===== config.mk =====
export PLATFORM = sky130hd
export DESIGN_NAME = pager_codeword_encoder_unit
export DESIGN_NICKNAME = d
export VERILOG_FILES = /design/src/pce_pkg.sv /design/src/pce_bch.sv /design/src/pce_dp.sv /design/src/pce_ctrl.sv /design/src/pager_codeword_encoder_unit.sv
export SDC_FILE = /design/constraint.sdc
export NUM_CORES = 1
export LEC_CHECK = 0
export ABC_AREA = 1
export BUFFER_PORTS_ARGS = -buffer_cell sky130_fd_sc_hd__buf_4
export CORE_ASPECT_RATIO = 0.7
export CORE_MARGIN = 2
export CORE_UTILIZATION = 45
export CTS_BUF_LIST = sky130_fd_sc_hd__clkbuf_2
export DETAILED_ROUTE_END_ITERATION = 7
export PLACE_DENSITY = 0.76
export SYNTH_ARGS = -nofsm -noshare
export SYNTH_HDL_FRONTEND = slang
export SYNTH_SLANG_ARGS = --single-unit

===== constraint.sdc =====
create_clock -name clk -period 2.55 [get_ports clk]
set_input_delay 0.255 -clock clk [delete_from_list [all_inputs] [get_ports clk]]
set_output_delay 0.255 -clock clk [all_outputs]
set_load 0.02 [all_outputs]

===== src/pce_pkg.sv =====
// Shared types, constants and command/status structs for the pager codeword encoder.
// Used by pce_bch, pce_dp, pce_ctrl and the top level; depends on nothing else.
package pce_pkg;

    localparam int BATCH_COUNT      = 2;
    localparam int FRAMES_PER_BATCH = 16;
    localparam int TOTAL_FRAMES     = BATCH_COUNT * FRAMES_PER_BATCH;
    localparam int FP_W             = $clog2(TOTAL_FRAMES + 1);
    localparam int FRAME_IDX_W      = $clog2(FRAMES_PER_BATCH);
    localparam int MAX_RESULTS      = 40;
    localparam int RES_W            = $clog2(MAX_RESULTS + 1);

    localparam int PAYLOAD_BITS     = 20;
    localparam int FILL_W           = $clog2(PAYLOAD_BITS + 1);
    localparam int CHAR_BITS        = 7;
    localparam int BITCNT_W         = $clog2(CHAR_BITS + 1);

    localparam int BCH_BITS         = 21;
    localparam int BCH_STEP         = 3;
    localparam int BCH_ITER         = BCH_BITS / BCH_STEP;
    localparam int BCH_CNT_W        = $clog2(BCH_ITER);

    localparam logic [31:0] BCH_GEN   = 32'hED20_0000;
    localparam logic [31:0] DATA_MASK = 32'hFFFF_F800;
    localparam logic [CHAR_BITS-1:0] EOT_CHAR   = 7'h04;
    localparam logic [CHAR_BITS-1:0] CHAR_LIMIT = 7'd80;

    localparam int CFG_IDX_W  = 2;
    localparam int CFG_DATA_W = 32;
    localparam logic [CFG_IDX_W-1:0] REG_SYNC_WORD    = 2'd0;
    localparam logic [CFG_IDX_W-1:0] REG_IDLE_WORD    = 2'd1;
    localparam logic [CFG_IDX_W-1:0] REG_INVERT_BATCH = 2'd2;
    localparam logic [CFG_IDX_W-1:0] REG_MAX_CHARS    = 2'd3;

    localparam logic [31:0] SYNC_WORD_RST = 32'h7CD2_15D8;
    localparam logic [31:0] IDLE_WORD_RST = 32'h7A89_C197;

    typedef enum logic [2:0] {
        KIND_SYNC = 3'd0,
        KIND_IDLE = 3'd1,
        KIND_ADDR = 3'd2,
        KIND_MSG  = 3'd3,
        KIND_NONE = 3'd4
    } kind_t;

    typedef enum logic [1:0] {
        ST_OK       = 2'd0,
        ST_BAD_ADDR = 2'd1,
        ST_NO_START = 2'd2
    } status_t;

    typedef struct packed {
        logic                 action;
        logic [20:0]          address;
        logic [1:0]           function_bits;
        logic [CHAR_BITS-1:0] character;
        logic                 last;
    } in_item_t;

    typedef struct packed {
        logic [31:0] codeword;
        kind_t       word_kind;
        status_t     status;
        logic        end_of_run;
    } out_item_t;

    typedef enum logic [3:0] {
        S_IDLE,
        S_DISPATCH,
        S_LEAD,
        S_PACK,
        S_AFTER,
        S_BCH,
        S_SYNC,
        S_WORD,
        S_FILL,
        S_FINISH
    } ctrl_state_t;

    typedef enum logic [1:0] {
        RET_LEAD,
        RET_PACK,
        RET_FILL,
        RET_DONE
    } ret_t;

    typedef struct packed {
        logic    latch_item;
        logic    start_msg;
        logic    clear_active;
        logic    emit_err;
        status_t err_code;
        logic    bch_start;
        logic    bch_msg;
        logic    frame_idle;
        logic    emit_sync;
        logic    emit_word;
        logic    load_char;
        logic    load_eot;
        logic    pack_bit;
        logic    finish;
    } cmd_t;

    typedef struct packed {
        logic action;
        logic addr_zero;
        logic last;
        logic active;
        logic char_ok;
        logic fp_lt_start;
        logic fp_lt_total;
        logic sync_due;
        logic fill_full;
        logic char_done;
        logic bch_done;
        logic can_emit;
        logic pend_valid;
        logic out_free;
    } stat_t;

endpackage


===== src/pce_bch.sv =====
// Iterative BCH(31,21) encoder with even parity, three remainder steps per cycle.
// Depends on pce_pkg.
module pce_bch
    import pce_pkg::*;
(
    input  logic        clk,
    input  logic        rst_n,
    input  logic        start,
    input  logic [31:0] data,
    output logic        done,
    output logic [31:0] word
);

    logic [31:0]          rem_reg;
    logic [31:0]          rem_next;
    logic [31:0]          data_reg;
    logic [BCH_CNT_W-1:0] cnt_reg;
    logic                 busy_reg;
    logic                 done_reg;
    logic [31:0]          base;

    always_comb
    begin
        rem_next = rem_reg;
        for (int i = 0; i < BCH_STEP; i++)
        begin
            if (rem_next[31])
            begin
                rem_next = rem_next ^ BCH_GEN;
            end
            rem_next = rem_next << 1;
        end
    end

    always_ff @(posedge clk or negedge rst_n)
    begin
        if (!rst_n)
        begin
            busy_reg <= 1'b0;
            done_reg <= 1'b0;
            cnt_reg  <= '0;
        end
        else if (start)
        begin
            busy_reg <= 1'b1;
            done_reg <= 1'b0;
            cnt_reg  <= '0;
        end
        else if (busy_reg)
        begin
            cnt_reg <= cnt_reg + 1'b1;
            if (cnt_reg == BCH_CNT_W'(BCH_ITER - 1))
            begin
                busy_reg <= 1'b0;
                done_reg <= 1'b1;
            end
        end
    end

    always_ff @(posedge clk)
    begin
        if (start)
        begin
            rem_reg  <= data & DATA_MASK;
            data_reg <= data & DATA_MASK;
        end
        else if (busy_reg)
        begin
            rem_reg <= rem_next;
        end
    end

    assign base = data_reg | {21'b0, rem_reg[31:21]};
    assign word = {base[31:1], base[0] | (^base)};
    assign done = done_reg;

endmodule


===== src/pce_dp.sv =====
// Datapath: configuration registers, message state, payload packing and result buffering.
// Depends on pce_pkg and pce_bch; driven by pce_ctrl through cmd_t and stat_t.
module pce_dp
    import pce_pkg::*;
(
    input  logic                  clk,
    input  logic                  rst_n,
    input  cmd_t                  cmd,
    output stat_t                 stat,
    input  in_item_t              item,
    input  logic                  cfg_wr_en,
    input  logic [CFG_IDX_W-1:0]  cfg_index,
    input  logic [CFG_DATA_W-1:0] cfg_wdata,
    output logic                  result_valid,
    input  logic                  result_ready,
    output out_item_t             result
);

    logic [31:0]             sync_word_reg;
    logic [31:0]             idle_word_reg;
    logic                    invert_reg;
    logic [CHAR_BITS-1:0]    max_chars_reg;
    logic [CHAR_BITS-1:0]    limit;

    in_item_t                item_reg;
    logic [FP_W-1:0]         fp_reg;
    logic [PAYLOAD_BITS-1:0] payload_reg;
    logic [FILL_W-1:0]       fill_reg;
    logic [CHAR_BITS-1:0]    chars_reg;
    logic                    active_reg;
    logic [CHAR_BITS-1:0]    shift_reg;
    logic [BITCNT_W-1:0]     bitcnt_reg;
    logic                    src_bch_reg;
    kind_t                   frame_kind_reg;
    logic [RES_W-1:0]        res_cnt_reg;
    logic                    pend_valid_reg;
    out_item_t               pend_reg;
    logic                    out_valid_reg;
    out_item_t               out_reg;

    logic                    bch_done;
    logic [31:0]             bch_word;
    logic [31:0]             bch_data;
    logic [31:0]             frame_word;
    logic                    emit;
    logic                    room;
    logic                    out_free;
    logic                    push_pend;
    logic                    push_last;
    out_item_t               new_item;

    localparam logic [PAYLOAD_BITS-1:0] PAYLOAD_TOP = {1'b1, {(PAYLOAD_BITS - 1){1'b0}}};

    assign limit      = (max_chars_reg > CHAR_LIMIT) ? CHAR_LIMIT : max_chars_reg;
    assign bch_data   = cmd.bch_msg ? {1'b1, payload_reg, 11'b0}
                                    : {1'b0, item_reg.address[20:3], item_reg.function_bits, 11'b0};
    assign frame_word = src_bch_reg ? bch_word : idle_word_reg;
    assign emit       = cmd.emit_err | cmd.emit_sync | cmd.emit_word;
    assign room       = res_cnt_reg < RES_W'(MAX_RESULTS);
    assign out_free   = !out_valid_reg || result_ready;
    assign push_pend  = emit && room && pend_valid_reg;
    assign push_last  = cmd.finish && pend_valid_reg;

    pce_bch u_bch (
        .clk   (clk),
        .rst_n (rst_n),
        .start (cmd.bch_start),
        .data  (bch_data),
        .done  (bch_done),
        .word  (bch_word)
    );

    always_comb
    begin
        new_item = '{codeword: '0, word_kind: KIND_NONE, status: cmd.err_code, end_of_run: 1'b0};
        if (cmd.emit_sync)
        begin
            new_item = '{codeword: sync_word_reg, word_kind: KIND_SYNC, status: ST_OK,
                         end_of_run: 1'b0};
        end
        else if (cmd.emit_word)
        begin
            new_item = '{codeword: frame_word ^ {32{invert_reg}}, word_kind: frame_kind_reg,
                         status: ST_OK, end_of_run: 1'b0};
        end
    end

    always_ff @(posedge clk or negedge rst_n)
    begin
        if (!rst_n)
        begin
            sync_word_reg <= SYNC_WORD_RST;
            idle_word_reg <= IDLE_WORD_RST;
            invert_reg    <= 1'b1;
            max_chars_reg <= CHAR_LIMIT;
        end
        else if (cfg_wr_en)
        begin
            unique case (cfg_index)
                REG_SYNC_WORD:    sync_word_reg <= cfg_wdata[31:0];
                REG_IDLE_WORD:    idle_word_reg <= cfg_wdata[31:0];
                REG_INVERT_BATCH: invert_reg    <= cfg_wdata[0];
                REG_MAX_CHARS:    max_chars_reg <= cfg_wdata[CHAR_BITS-1:0];
                default:          ;
            endcase
        end
    end

    always_ff @(posedge clk or negedge rst_n)
    begin
        if (!rst_n)
        begin
            fp_reg      <= '0;
            payload_reg <= '0;
            fill_reg    <= '0;
            chars_reg   <= '0;
            active_reg  <= 1'b0;
            bitcnt_reg  <= '0;
            res_cnt_reg <= '0;
        end
        else
        begin
            if (cmd.latch_item)
            begin
                res_cnt_reg <= '0;
            end
            else if (emit && room)
            begin
                res_cnt_reg <= res_cnt_reg + 1'b1;
            end

            if (cmd.start_msg)
            begin
                fp_reg      <= '0;
                payload_reg <= '0;
                fill_reg    <= '0;
                chars_reg   <= '0;
                active_reg  <= 1'b1;
            end
            else
            begin
                if (cmd.clear_active)
                begin
                    active_reg <= 1'b0;
                end
                if (cmd.emit_word)
                begin
                    fp_reg <= fp_reg + 1'b1;
                end
                if (cmd.bch_start && cmd.bch_msg)
                begin
                    payload_reg <= '0;
                    fill_reg    <= '0;
                end
                else if (cmd.pack_bit)
                begin
                    if (shift_reg[0])
                    begin
                        payload_reg <= payload_reg | (PAYLOAD_TOP >> fill_reg);
                    end
                    fill_reg <= fill_reg + 1'b1;
                end
                if (cmd.load_char)
                begin
                    chars_reg <= chars_reg + 1'b1;
                end
            end

            if (cmd.load_char || cmd.load_eot)
            begin
                bitcnt_reg <= '0;
            end
            else if (cmd.pack_bit)
            begin
                bitcnt_reg <= bitcnt_reg + 1'b1;
            end
        end
    end

    always_ff @(posedge clk)
    begin
        if (cmd.latch_item)
        begin
            item_reg <= item;
        end
        if (cmd.load_char)
        begin
            shift_reg <= item_reg.character;
        end
        else if (cmd.load_eot)
        begin
            shift_reg <= EOT_CHAR;
        end
        else if (cmd.pack_bit)
        begin
            shift_reg <= shift_reg >> 1;
        end
        if (cmd.frame_idle)
        begin
            src_bch_reg    <= 1'b0;
            frame_kind_reg <= KIND_IDLE;
        end
        else if (cmd.bch_start)
        begin
            src_bch_reg    <= 1'b1;
            frame_kind_reg <= cmd.bch_msg ? KIND_MSG : KIND_ADDR;
        end
        if (emit && room)
        begin
            pend_reg <= new_item;
        end
        if (push_last)
        begin
            out_reg <= '{codeword: pend_reg.codeword, word_kind: pend_reg.word_kind,
                         status: pend_reg.status, end_of_run: 1'b1};
        end
        else if (push_pend)
        begin
            out_reg <= pend_reg;
        end
    end

    always_ff @(posedge clk or negedge rst_n)
    begin
        if (!rst_n)
        begin
            pend_valid_reg <= 1'b0;
            out_valid_reg  <= 1'b0;
        end
        else
        begin
            if (emit && room)
            begin
                pend_valid_reg <= 1'b1;
            end
            else if (push_last)
            begin
                pend_valid_reg <= 1'b0;
            end
            if (push_pend || push_last)
            begin
                out_valid_reg <= 1'b1;
            end
            else if (result_ready)
            begin
                out_valid_reg <= 1'b0;
            end
        end
    end

    assign stat.action      = item_reg.action;
    assign stat.addr_zero   = (item_reg.address == '0);
    assign stat.last        = item_reg.last;
    assign stat.active      = active_reg;
    assign stat.char_ok     = chars_reg < limit;
    assign stat.fp_lt_start = fp_reg < FP_W'({item_reg.address[2:0], 1'b0});
    assign stat.fp_lt_total = fp_reg < FP_W'(TOTAL_FRAMES);
    assign stat.sync_due    = (fp_reg[FRAME_IDX_W-1:0] == '0);
    assign stat.fill_full   = (fill_reg == FILL_W'(PAYLOAD_BITS));
    assign stat.char_done   = (bitcnt_reg == BITCNT_W'(CHAR_BITS));
    assign stat.bch_done    = bch_done;
    assign stat.can_emit    = !pend_valid_reg || out_free || !room;
    assign stat.pend_valid  = pend_valid_reg;
    assign stat.out_free    = out_free;

    assign result_valid = out_valid_reg;
    assign result       = out_reg;

endmodule


===== src/pce_ctrl.sv =====
// Controller state machine that sequences frames, packing and BCH encoding.
// Depends on pce_pkg; drives pce_dp through cmd_t and reads stat_t.
module pce_ctrl
    import pce_pkg::*;
(
    input  logic  clk,
    input  logic  rst_n,
    input  logic  item_valid,
    output logic  item_ready,
    input  stat_t stat,
    output cmd_t  cmd
);

    ctrl_state_t state_reg;
    ctrl_state_t state_next;
    ctrl_state_t ret_state;
    ret_t        ret_reg;
    ret_t        ret_next;
    logic        eot_reg;
    logic        eot_next;

    always_ff @(posedge clk or negedge rst_n)
    begin
        if (!rst_n)
        begin
            state_reg <= S_IDLE;
            ret_reg   <= RET_DONE;
            eot_reg   <= 1'b0;
        end
        else
        begin
            state_reg <= state_next;
            ret_reg   <= ret_next;
            eot_reg   <= eot_next;
        end
    end

    always_comb
    begin
        unique case (ret_reg)
            RET_LEAD: ret_state = S_LEAD;
            RET_PACK: ret_state = S_PACK;
            RET_FILL: ret_state = S_FILL;
            RET_DONE: ret_state = S_FINISH;
            default:  ret_state = S_FINISH;
        endcase
    end

    always_comb
    begin
        state_next = state_reg;
        ret_next   = ret_reg;
        eot_next   = eot_reg;
        cmd        = '0;
        cmd.err_code = ST_OK;
        item_ready = 1'b0;

        unique case (state_reg)
            S_IDLE:
            begin
                item_ready = 1'b1;
                if (item_valid)
                begin
                    cmd.latch_item = 1'b1;
                    state_next     = S_DISPATCH;
                end
            end

            S_DISPATCH:
            begin
                priority if (!stat.action && stat.addr_zero)
                begin
                    if (stat.can_emit)
                    begin
                        cmd.emit_err     = 1'b1;
                        cmd.err_code     = ST_BAD_ADDR;
                        cmd.clear_active = 1'b1;
                        state_next       = S_FINISH;
                    end
                end
                else if (!stat.action)
                begin
                    cmd.start_msg = 1'b1;
                    state_next    = S_LEAD;
                end
                else if (!stat.active)
                begin
                    if (stat.can_emit)
                    begin
                        cmd.emit_err = 1'b1;
                        cmd.err_code = ST_NO_START;
                        state_next   = S_FINISH;
                    end
                end
                else if (stat.char_ok)
                begin
                    cmd.load_char = 1'b1;
                    eot_next      = 1'b0;
                    state_next    = S_PACK;
                end
                else if (stat.last)
                begin
                    cmd.load_eot = 1'b1;
                    eot_next     = 1'b1;
                    state_next   = S_PACK;
                end
                else
                begin
                    state_next = S_FINISH;
                end
            end

            S_LEAD:
            begin
                if (stat.fp_lt_start)
                begin
                    cmd.frame_idle = 1'b1;
                    ret_next       = RET_LEAD;
                    state_next     = S_SYNC;
                end
                else
                begin
                    cmd.bch_start = 1'b1;
                    ret_next      = RET_DONE;
                    state_next    = S_BCH;
                end
            end

            S_PACK:
            begin
                priority if (stat.fill_full)
                begin
                    cmd.bch_start = 1'b1;
                    cmd.bch_msg   = 1'b1;
                    ret_next      = RET_PACK;
                    state_next    = S_BCH;
                end
                else if (!stat.char_done)
                begin
                    cmd.pack_bit = 1'b1;
                end
                else
                begin
                    state_next = S_AFTER;
                end
            end

            S_AFTER:
            begin
                priority if (eot_reg)
                begin
                    cmd.bch_start = 1'b1;
                    cmd.bch_msg   = 1'b1;
                    ret_next      = RET_FILL;
                    state_next    = S_BCH;
                end
                else if (stat.last)
                begin
                    cmd.load_eot = 1'b1;
                    eot_next     = 1'b1;
                    state_next   = S_PACK;
                end
                else
                begin
                    state_next = S_FINISH;
                end
            end

            S_BCH:
            begin
                if (stat.bch_done)
                begin
                    state_next = S_SYNC;
                end
            end

            S_SYNC:
            begin
                priority if (!stat.fp_lt_total)
                begin
                    state_next = ret_state;
                end
                else if (stat.sync_due)
                begin
                    if (stat.can_emit)
                    begin
                        cmd.emit_sync = 1'b1;
                        state_next    = S_WORD;
                    end
                end
                else
                begin
                    state_next = S_WORD;
                end
            end

            S_WORD:
            begin
                if (stat.can_emit)
                begin
                    cmd.emit_word = 1'b1;
                    state_next    = ret_state;
                end
            end

            S_FILL:
            begin
                if (stat.fp_lt_total)
                begin
                    cmd.frame_idle = 1'b1;
                    ret_next       = RET_FILL;
                    state_next     = S_SYNC;
                end
                else
                begin
                    cmd.clear_active = 1'b1;
                    state_next       = S_FINISH;
                end
            end

            S_FINISH:
            begin
                priority if (!stat.pend_valid)
                begin
                    state_next = S_IDLE;
                end
                else if (stat.out_free)
                begin
                    cmd.finish = 1'b1;
                    state_next = S_IDLE;
                end
            end

            default:
            begin
                state_next = S_IDLE;
            end
        endcase
    end

endmodule


===== src/pager_codeword_encoder_unit.sv =====
// Top level of the pager codeword encoder: controller, datapath and configuration port.
// Depends on pce_pkg, pce_ctrl and pce_dp.
//
// Requests arrive on item_valid/item_ready with an in_item_t payload. A start request
// checks the address and emits sync, leading idle frames and the address codeword; a
// character request packs seven bits into message payloads and, when it is the last
// one, appends EOT, flushes the payload and idle-fills the remaining frames.
// Results leave on result_valid/result_ready as out_item_t; end_of_run marks the final
// result of a request, and a request may produce no result at all.
// One request is handled at a time; item_ready is high only while the controller idles.
// Each frame passes through the sync and word states of the frame loop, and every BCH
// codeword is formed by the encoder unit in passes of three remainder steps.
// The newest result is held back one place so that end_of_run can be set on it; a
// stalled receiver holds the output register and the controller simply waits.
// Reset restores the register defaults and clears all message state.
// Configuration is written by cfg_wr_en/cfg_index/cfg_wdata while the block is idle:
// the user must keep to that, as the block itself does not enforce it.
module pager_codeword_encoder_unit
    import pce_pkg::*;
(
    input  logic                  clk,
    input  logic                  rst_n,
    input  logic                  item_valid,
    output logic                  item_ready,
    input  in_item_t              item,
    output logic                  result_valid,
    input  logic                  result_ready,
    output out_item_t             result,
    input  logic                  cfg_wr_en,
    input  logic [CFG_IDX_W-1:0]  cfg_index,
    input  logic [CFG_DATA_W-1:0] cfg_wdata
);

    cmd_t  cmd;
    stat_t stat;

    pce_ctrl u_ctrl (
        .clk        (clk),
        .rst_n      (rst_n),
        .item_valid (item_valid),
        .item_ready (item_ready),
        .stat       (stat),
        .cmd        (cmd)
    );

    pce_dp u_dp (
        .clk          (clk),
        .rst_n        (rst_n),
        .cmd          (cmd),
        .stat         (stat),
        .item         (item),
        .cfg_wr_en    (cfg_wr_en),
        .cfg_index    (cfg_index),
        .cfg_wdata    (cfg_wdata),
        .result_valid (result_valid),
        .result_ready (result_ready),
        .result       (result)
    );

endmodule


==> impl_metrics.py, run 1 <==
metrics = {
    "die": {
        "start_util": 0.462,
        "num_io_pins": 111,
        "fp.dieArea_mm2": 0.0325,
        "fp.coreArea_mm2": 0.0303,
        "die_x_um": 215,
        "fp.dieH_um": 152,
        "rows": 53,
    },
    "logic_synthesis": {
        "synthArstFlopShare": 0.459,
        "synth_edf_count": 155,
        "muxShareOfSynthArea": 0,
        "yosys.area_share.simple": 0.186,
        "ys_types": 51,
        "synth-compound-area-share": 0.106,
        "synthXorXnorAreaFrac": 0.0457,
        "synth_adder_area_share": 0.0197,
        "syn-cell-area_mm2": 0.0140,
        "synth_seq_area_share": 0.580,
        "synth_top_family_by_area": "simple AND/OR/NAND/NOR gates",
        "synth_seq_cells": 292,
        "yosys_warnings": 0,
        "syn_nets": 1587,
        "syn_area_per_cell_um2": 9.36,
        "synthCells": 1494,
        "synthFlopType": "edfxtp_1",
    },
    "final_layout": {
        "largest_reg_flops": 38,
        "syn2layout_area_growth_pct": 21.1,
        "fillCellCount": 2634,
        "drive_gt1_frac": 0.205,
        "final_nets": 1827,
    },
    "grt": {
        "antenna_found_initial": 1,
        "grt_start_max_net_pins": 73,
        "overflow": 0,
        "grtUsageTotal": 0.211,
        "grt_pass1_wl_mm": 54.5,
        "first_global_vias": 10600,
    },
    "worst_setup_path": {
        "path_max_fanout": 18,
        "required_ns": 3.19,
        "r2r-start": "u_dp.fp_reg[3]$_DFFE_PN0P_",
        "endpoint_kind": "flip-flop",
        "reg2reg_slack_ns": 0.12,
        "worst_ep_arrival_time_ns": 3.07,
        "reg2regPathDepth": 8,
        "cp-start-kind": "flip-flop",
        "rr_endpoint": "u_dp.u_bch.rem_reg[16]$_DFFE_PP_",
        "worstSetupPathType": "flip-flop to flip-flop",
    },
    "power_and_ir_drop": {
        "ir_drop_v": 0.000473,
        "p_leak_uw": 0.00777,
        "power.density_mw_per_mm2": 984,
        "finalPower_uw": 16700,
    },
    "place": {
        "dp_hpwl_mm": 23.3,
        "placement.io_buffers": 110,
        "gp_congestion": 0.904,
    },
    "hold_path": {
        "hold_path.startpoint": "item[3]",
        "hp-class": "primary input to flip-flop",
        "min_path_cells": 2,
        "min_to": "u_dp.item_reg[3]$_DFFE_PP_",
    },
    "timing": {
        "fin_skew_ns": 0.0789,
        "maxSlewViolCount": 0,
        "max_freq_mhz": 412,
        "hold_viol": 0,
        "timing.final.crit_share": 0.952,
        "fin_crit_ns": 2.43,
        "worst_pin_slew_ns": 1.11,
        "fin_hold_ws_ns": 0.0812,
        "relSlewSlack": 0.260,
        "setup_viol": 0,
    },
    "detailed_routing": {
        "drt_iter0_drc": 963,
        "ant_nets": 0,
        "wl_mm": 33.8,
        "avgViaCountPerCell": 4.98,
        "wl_per_cell_um": 15.3,
        "vias": 11000,
        "firstDrtPassIters": 5,
        "drc": 0,
    },
    "clock_tree": {
        "cts_tree": "done",
        "cts_num_sinks": 292,
        "cts_made_buffers": 72,
        "clock_latency_ns": 0.92,
        "cts_root_buffer": "clkbuf_2",
        "clockBufferDepth": 3,
        "htree_levels": 3,
        "path_clk_slew_ns": 0.12,
    },
    "status": {
        "status": "completed",
    },
    "flow_run": {
        "cap_violations": 0,
    },
}
power by group:
part,switching (µW),internal (µW),leakage (µW)
Sequential,731,6690,0.00313
Combinational,3780,2150,0.00410
Clock,1930,1400,0.000546
Total,6430,10200,0.00777
worst max-delay path, cell delays in order, from the launching register on:
cell and delay (ns):
dfrtp_1 0.43, ha_1 0.32, a2111oi_0 0.52, nand2_1 0.19, nand2_1 0.13, nand2_1 0.15
buf_4 0.26, nand2_1 0.09, nand2_1 0.05
metal layers:
| metal | vias to the layer above | GRT usage | part of all wire |
|---|---|---|---|
| met1 | 5139 | 0.307 | 0.47 |
| li1 | 5393 | - | - |
| met3 | 48 | 0.0425 | 0.075 |
| met4 | 0 | 0.0628 | 0.017 |
| met2 | 414 | 0.323 | 0.44 |
| met5 | - | 0 | 0 |
metrics by stage:
stage               instance area (µm²)  setup TNS (ns)  instances  setup WS [ns]   util
floorplan                         14000               0       1494          0.161      -
global placement                  15400               0       1993          0.105  0.508
detailed placement                15400               0       1993         0.0249  0.508
CTS                               16800               0       2202         0.0208  0.556
global route                      16900         -0.0270       2207        -0.0135  0.559
finish                            16900               0       2207          0.123  0.559
cell families after synthesis:
group           Yosys count
xor+xnor                 73
fa+ha+maj                22
simple gates            623
compound gates          261
buf+inv                 223
flops                   292
how the worst max path moves through the flow:
stage	start	to	cells after the start
global placement	u_dp.max_chars_reg[6]$_DFFE_PN1P_	u_dp.shift_reg[4]$_DFFE_PP_	15
floorplan	u_dp.max_chars_reg[6]$_DFFE_PN1P_	u_dp.shift_reg[0]$_DFFE_PP_	12
finish	u_dp.fp_reg[3]$_DFFE_PN0P_	u_dp.u_bch.rem_reg[16]$_DFFE_PP_	8
detailed placement	u_dp.max_chars_reg[6]$_DFFE_PN1P_	u_dp.shift_reg[6]$_SDFFCE_PN0P_	13
global route	u_dp.max_chars_reg[4]$_DFFE_PN1P_	u_dp.shift_reg[0]$_DFFE_PP_	15
CTS	u_dp.max_chars_reg[4]$_DFFE_PN1P_	u_dp.shift_reg[1]$_DFFE_PP_	14
cells in the mapped netlist (all sizes together) (4+ instances only):
master | n | area [µm²]
a21boi | 37 | 312
a21oi | 40 | 200
buf | 20 | 111
clkbuf | 35 | 133
dfrtp | 97 | 2430
dfstp | 37 | 972
edfxtp | 155 | 4650
ha | 22 | 275
inv | 166 | 623
nand2 | 469 | 1790
nand3 | 44 | 233
nand3b | 4 | 30.0
nand4 | 14 | 87.6
nor2 | 70 | 317
nor3 | 11 | 65.1
o21ai | 169 | 846
or2 | 6 | 37.5
xnor2 | 20 | 175
xor2 | 53 | 464
layout make-up:
cell class / instances / area (µm²) / area share
inverter: 168 / 639 / 0.0377
clock buffer: 116 / 581 / 0.0343
clock inverter: 18 / 126 / 0.00746
sequential: 292 / 8110 / 0.479
multi-input combinational: 979 / 5060 / 0.299
timing repair buffer: 221 / 1900 / 0.112
tap: 412 / 515 / 0.0304
antenna: 1 / 2.50 / 0.000148
cells in the final DEF, fill, tap and decap left out, types with 14 or more instances in the layout:
cell	synthesis	layout
ha_1	22	21
a21boi_1	18	18
clkbuf_2	1	116
nor2_1	60	59
nand2_1	460	456
edfxtp_1	155	155
xnor2_1	20	20
o21ai_0	153	153
dfrtp_1	97	97
a21oi_1	40	40
nand4_1	14	14
nand3_1	43	40
dfstp_2	37	37
o21ai_1	16	14
inv_1	154	152
xor2_1	53	53
dlygate4sd3_1	0	75
inv_2	12	16
buf_4	0	141
what timing repair did:
action                                 in CTS  in global routing
endpoints found under the hold margin     229                  0
setup endpoints to repair                   4                 16
setup buffers                               0                  4
pin swaps                                   0                  4
resized for setup                           1                 14
hold buffers                               75                  0
Note: power is estimated with default switching activity, not from simulation.
==> inputs of run 2 (changes only) <==
--- a/config.mk
+++ b/config.mk
@@ -13,6 +13,7 @@
 export CTS_BUF_LIST = sky130_fd_sc_hd__clkbuf_2
 export DETAILED_ROUTE_END_ITERATION = 7
 export PLACE_DENSITY = 0.76
+export SETUP_SLACK_MARGIN = 0.2
 export SYNTH_ARGS = -nofsm -noshare
 export SYNTH_HDL_FRONTEND = slang
 export SYNTH_SLANG_ARGS = --single-unit
==> run 2 against run 1 <==
Against the previous run: critical path depth grew 4; setup slack got worse by 0.073 ns; count of clock-buffer cells in the layout shrank 12; cell area grew 2.2%; clock power increased by 3%; first-iteration DRC count up 9.9%; largest cell class unchanged; largest power group unchanged.
==> impl_metrics.py, run 2 (synthesis gave the netlist of run 1 again) <==
metrics = {
    "status": {
        "status": "completed",
    },
    "final_layout": {
        "utilization": 0.571,
        "diodes": 0,
        "layout_common_cells": "nand2_1, edfxtp_1, inv_1, o21ai_0, buf_4",
        "drive_gt1_frac": 0.221,
        "syn2layout_area_growth_pct": 23.8,
        "final_nets": 1834,
        "mostFrequentLayoutCell": "nand2_1",
        "fillCellCount": 2606,
        "design_area_mm2": 0.0173,
        "largest_reg_flops": 38,
        "multiInputGateArea_mm2": 0.00524,
        "seqCellArea_mm2": 0.00812,
    },
    "timing": {
        "timing.final.crit_share": 0.980,
        "worst_pin_slew_ns": 0.617,
        "fin_crit_ns": 2.50,
        "setup_viol": 0,
        "maxSlewViolCount": 0,
        "max_freq_mhz": 400,
        "relSlewSlack": 0.586,
        "fin_skew_ns": 0.0858,
        "rsz0062_at_grt": "true",
        "hold_viol": 0,
    },
    "clock_tree": {
        "path_clk_slew_ns": 0.11,
        "htree_levels": 3,
        "cts_root_buffer": "clkbuf_2",
        "cts_tree": "done",
        "clockBufferDepth": 3,
        "cts_made_buffers": 71,
        "clock_latency_ns": 0.90,
        "cts_num_sinks": 292,
    },
    "detailed_routing": {
        "drc": 0,
        "firstDrtPassIters": 6,
        "wl_per_cell_um": 15.7,
        "ant_nets": 0,
        "avgViaCountPerCell": 5.07,
        "vias": 11200,
        "wl_mm": 34.7,
        "drt_iter0_drc": 1058,
    },
    "worst_setup_path": {
        "slowest_delay_ns": 0.58,
        "worstSetupPathType": "flip-flop to flip-flop",
        "r2r-start": "u_dp.max_chars_reg[6]$_DFFE_PN1P_",
        "endpoint_kind": "flip-flop",
        "cp-start-kind": "flip-flop",
        "cp_top_family": "flip-flops",
        "path_max_fanout": 6,
        "reg2reg_slack_ns": 0.05,
        "crit_buf_inv": 3,
        "worstPathCellList": "buf_4, a21oi_1, ha_1, a21oi_2, nor2_1, a211oi_2, nand3_2, buf_4, nand3_4, inv_4, nand2_1, nand2_1",
        "critical_path.slowest_cell": "dfstp_2",
        "worst_ep_arrival_time_ns": 3.09,
        "crit_start": "u_dp.max_chars_reg[6]$_DFFE_PN1P_",
        "required_ns": 3.14,
    },
    "grt": {
        "grt_pass1_wl_mm": 54.0,
        "grt_start_max_net_pins": 85,
        "grtUsageTotal": 0.211,
        "overflow": 0,
        "antenna_found_initial": 0,
        "first_global_vias": 10600,
    },
    "power_and_ir_drop": {
        "finalPower_uw": 17200,
        "ir_drop_v": 0.000396,
        "power.density_mw_per_mm2": 993,
        "p_leak_uw": 0.00789,
    },
    "die": {
        "rows": 53,
        "fp.coreArea_mm2": 0.0303,
        "start_util": 0.462,
        "fp.dieH_um": 152,
        "die_x_um": 215,
        "fp.dieArea_mm2": 0.0325,
        "num_io_pins": 111,
    },
    "hold_path": {
        "hp-class": "primary input to flip-flop",
        "hold_path.startpoint": "item[23]",
    },
    "place": {
        "gp_congestion": 0.913,
        "placement.io_buffers": 110,
        "dp_hpwl_mm": 23.2,
        "place_area_mm2": 0.0154,
    },
    "flow_run": {
        "cap_violations": 0,
    },
}
run 2: cell count changes in the layout (fill, tap and decap cells not counted), moves of 5 or more:
cell / delta
a21oi_1: -5
a21oi_2: +5
buf_6: +6
clkbuf_2: -12
clkinv_1: +8
nand2_1: -8
nand2_2: +6
o21ai_0: -5
o21ai_1: +5
run 2: per-layer routing:
metal / routed length [µm] / vias up / track usage
li1: - / 5401 / -
met1: 16100 / 5295 / 0.303
met2: 15300 / 439 / 0.316
met3: 2540 / 70 / 0.0457
met4: 757 / 0 / 0.0750
met5: 0 / - / 0
run 2: report_power, final:
part,internal (µW),switching (µW)
registers,6690,757
logic,2380,3930
clock network,1500,1930
run 2: repair_timing:
item	CTS	global route
hold endpoints to repair	248	0
endpoints found under the setup margin	47	153
buffers inserted	1	11
cloned	0	3
pin swaps	3	21
gates resized for setup	8	74
hold buffers	75	0
run 2: layout make-up:
class / instances / share of cell area
sequential: 292 / 0.469
timing repair buffer: 229 / 0.119
multi-input combinational: 979 / 0.303
inverter: 168 / 0.0372
clock inverter: 27 / 0.0124
tap: 412 / 0.0298
clock buffer: 104 / 0.0301
run 2: final timing paths:
kind,cells after the start,end
max,12,u_dp.shift_reg[1]$_DFFE_PP_
min,2,u_dp.item_reg[23]$_DFFE_PP_
max reg2reg,12,u_dp.shift_reg[1]$_DFFE_PP_
min reg2reg,2,u_dp.result[0]$_SDFFE_PP1P_
max in group asynchronous,4,u_dp.idle_word_reg[16]$_DFFE_PN1P_
min in group asynchronous,4,u_dp.u_bch.busy_reg$_DFF_PN0_
run 2: per-stage QoR:
step	instances	TNS [ns]	hold WS [ns]	setup slack, ns
after floorplan	1494	0	-0.0406	0.210
final	2211	0	0.113	0.0501
after detailed placement	1990	-0.552	0.122	-0.0722
after global routing	2211	-0.0719	0.0108	-0.0423
after global placement	1990	0	0.120	0.0342
after CTS	2197	0	0.00375	0.178
==> inputs of run 3 (changes only) <==
--- a/config.mk
+++ b/config.mk
@@ -10,7 +10,6 @@
 export CORE_ASPECT_RATIO = 0.7
 export CORE_MARGIN = 2
 export CORE_UTILIZATION = 45
-export CTS_BUF_LIST = sky130_fd_sc_hd__clkbuf_2
 export DETAILED_ROUTE_END_ITERATION = 7
 export PLACE_DENSITY = 0.76
 export SETUP_SLACK_MARGIN = 0.2
==> run 3 against run 2 <==
Against the previous run: cell area fell by 0.59%; combinational power fell by 3.3%; flip-flop and latch count did not move; critical path type unchanged.
==> impl_metrics.py, run 3 (synthesis gave the netlist of run 1 again) <==
metrics = {
    "status": {
        "status": "completed",
    },
    "timing": {
        "rsz0062_at_grt": "true",
        "setup_viol": 0,
        "timing.final.crit_share": 0.961,
        "fin_crit_ns": 2.45,
        "hold_viol": 0,
        "fin_skew_ns": 0.00999,
        "maxSlewViolCount": 0,
        "max_freq_mhz": 408,
        "setup_ws_ns": 0.0990,
        "worst_pin_slew_ns": 0.628,
        "relSlewSlack": 0.578,
    },
    "detailed_routing": {
        "drc": 0,
        "wl_per_cell_um": 15.7,
        "drt_iter0_drc": 1024,
        "firstDrtPassIters": 6,
        "ant_nets": 0,
        "wl_mm": 33.0,
        "vias": 10700,
        "avgViaCountPerCell": 5.11,
    },
    "grt": {
        "grt-busiest-layer": "met2",
        "antenna_found_initial": 0,
        "overflow": 0,
        "use_met1": 0.302,
        "grtUsageMet2": 0.310,
        "grt_start_max_net_pins": 85,
        "grtUsageTotal": 0.203,
        "grt_pass1_wl_mm": 52.6,
        "first_global_vias": 10200,
        "use_met3": 0.0325,
    },
    "final_layout": {
        "fillCellCount": 2579,
        "seqCellArea_mm2": 0.00812,
        "diodes": 0,
        "syn2layout_area_growth_pct": 23.0,
        "layout_common_cells": "nand2_1, edfxtp_1, inv_1",
        "multiInputGateArea_mm2": 0.00520,
        "largest_reg_flops": 38,
        "final_nets": 1763,
        "mostFrequentLayoutCell": "nand2_1",
        "drive_gt1_frac": 0.186,
    },
    "die": {
        "fp.dieH_um": 152,
        "fp.dieArea_mm2": 0.0325,
        "fp.coreArea_mm2": 0.0303,
        "rows": 53,
        "num_io_pins": 111,
        "start_util": 0.462,
        "die_x_um": 215,
    },
    "worst_setup_path": {
        "critical_path.slowest_cell": "dfstp_2",
        "timing.critical_path.depth": 15,
        "crit_buf_inv": 4,
        "worstPathCellList": "nand3_4, o21ai_4, buf_6, nand2_2, ha_4, nand2_1, inv_1, nand2_1, nand2_1, nand2_2, nand3_2, buf_4, nand3_4, buf_6, o22a_1",
        "critical_path.most_common_cell": "nand2_1",
        "cp-start-kind": "flip-flop",
        "cp_top_family": "simple AND/OR/NAND/NOR gates",
        "reg2regPathDepth": 15,
        "endpoint_kind": "flip-flop",
        "worst_ep_arrival_time_ns": 2.76,
        "path_max_fanout": 4,
        "required_ns": 2.86,
        "slowest_delay_ns": 0.58,
        "worstSetupPathType": "flip-flop to flip-flop",
    },
    "clock_tree": {
        "htree_levels": 1,
        "clock_latency_ns": 0.56,
        "cts_root_buffer": "clkbuf_16",
        "clockBufferDepth": 3,
        "path_clk_slew_ns": 0.06,
        "cts_made_buffers": 29,
        "cts_tree": "done",
        "cts_num_sinks": 292,
    },
    "power_and_ir_drop": {
        "finalPower_uw": 18000,
        "power.density_mw_per_mm2": 1040,
        "p_leak_uw": 0.00766,
        "ir_drop_v": 0.000508,
    },
    "place": {
        "place_ws_ns": -0.0722,
        "gp_congestion": 0.913,
        "placement.io_buffers": 110,
        "dp_hpwl_mm": 23.2,
    },
    "flow_run": {
        "cap_violations": 0,
    },
    "hold_path": {
        "min_path_cells": 3,
        "hp-class": "primary input to flip-flop",
    },
}
## run 3: routing by layer
metal	vias to the layer above	routed length, µm	part of all wire
li1	5220	-	-
met3	55	2530	0.077
met4	0	808	0.024
met5	-	0	0
met1	5070	15200	0.46
met2	401	14500	0.44
## run 3: cell type report
| cell class | instances | share of cell area |
|---|---|---|
| timing repair buffer | 200 | 0.102 |
| clock buffer | 36 | 0.0437 |
| inverter | 168 | 0.0375 |
| clock inverter | 17 | 0.0127 |
| sequential | 292 | 0.472 |
| multi-input combinational | 979 | 0.302 |
| tap | 412 | 0.0300 |
## run 3: repair_timing
action,in CTS,in global routing
hold buffers,53,0
hold endpoints to repair,165,0
buffers inserted,4,3
endpoints found under the setup margin,57,157
resized for setup,16,54
cloned,0,1
pin swaps,9,11
## run 3: worst register-to-register path: cells and delay by family (launching register included)
family | cells | cell delay, ns
flops | 1 | 0.58
buf+inv | 4 | 0.43
compound gates | 2 | 0.35
fa+ha+maj | 1 | 0.26
simple gates | 8 | 0.60
## run 3: through the flow
step	area (µm²)	setup TNS (ns)	instances	util	hold slack [ns]
2_1_floorplan	14000	0	1494	-	-0.0406
3_3_place_gp	15400	0	1990	0.508	0.120
3_5_place_dp	15400	-0.552	1990	0.508	0.122
4_1_cts	17000	0	2100	0.560	0.00785
5_1_grt	17200	-0.0162	2104	0.568	0.0120
6_report	17200	0	2104	0.568	0.0151
## run 3: path summary, 6_finish.rpt
check                                                  start                                 end  slack [ns]
min in group asynchronous                              rst_n  u_dp.idle_word_reg[18]$_DFFE_PN0P_        0.08
max in group asynchronous                              rst_n  u_dp.sync_word_reg[10]$_DFFE_PN1P_        1.68
max reg2reg                u_dp.max_chars_reg[6]$_DFFE_PN1P_         u_dp.shift_reg[2]$_DFFE_PP_         0.1
max                        u_dp.max_chars_reg[6]$_DFFE_PN1P_         u_dp.shift_reg[2]$_DFFE_PP_         0.1
min                                            cfg_wdata[24]  u_dp.sync_word_reg[24]$_DFFE_PN0P_        0.02
min reg2reg                      u_dp.result[0]$_SDFFE_PP1P_         u_dp.result[0]$_SDFFE_PP1P_        0.45
## run 3: power breakdown
group          switching (µW)  internal, µW  leakage (µW)
registers                 746          6700       0.00313
clock network            1820          2600      0.000468
logic                    3840          2260       0.00406
total                    6400         11600       0.00766
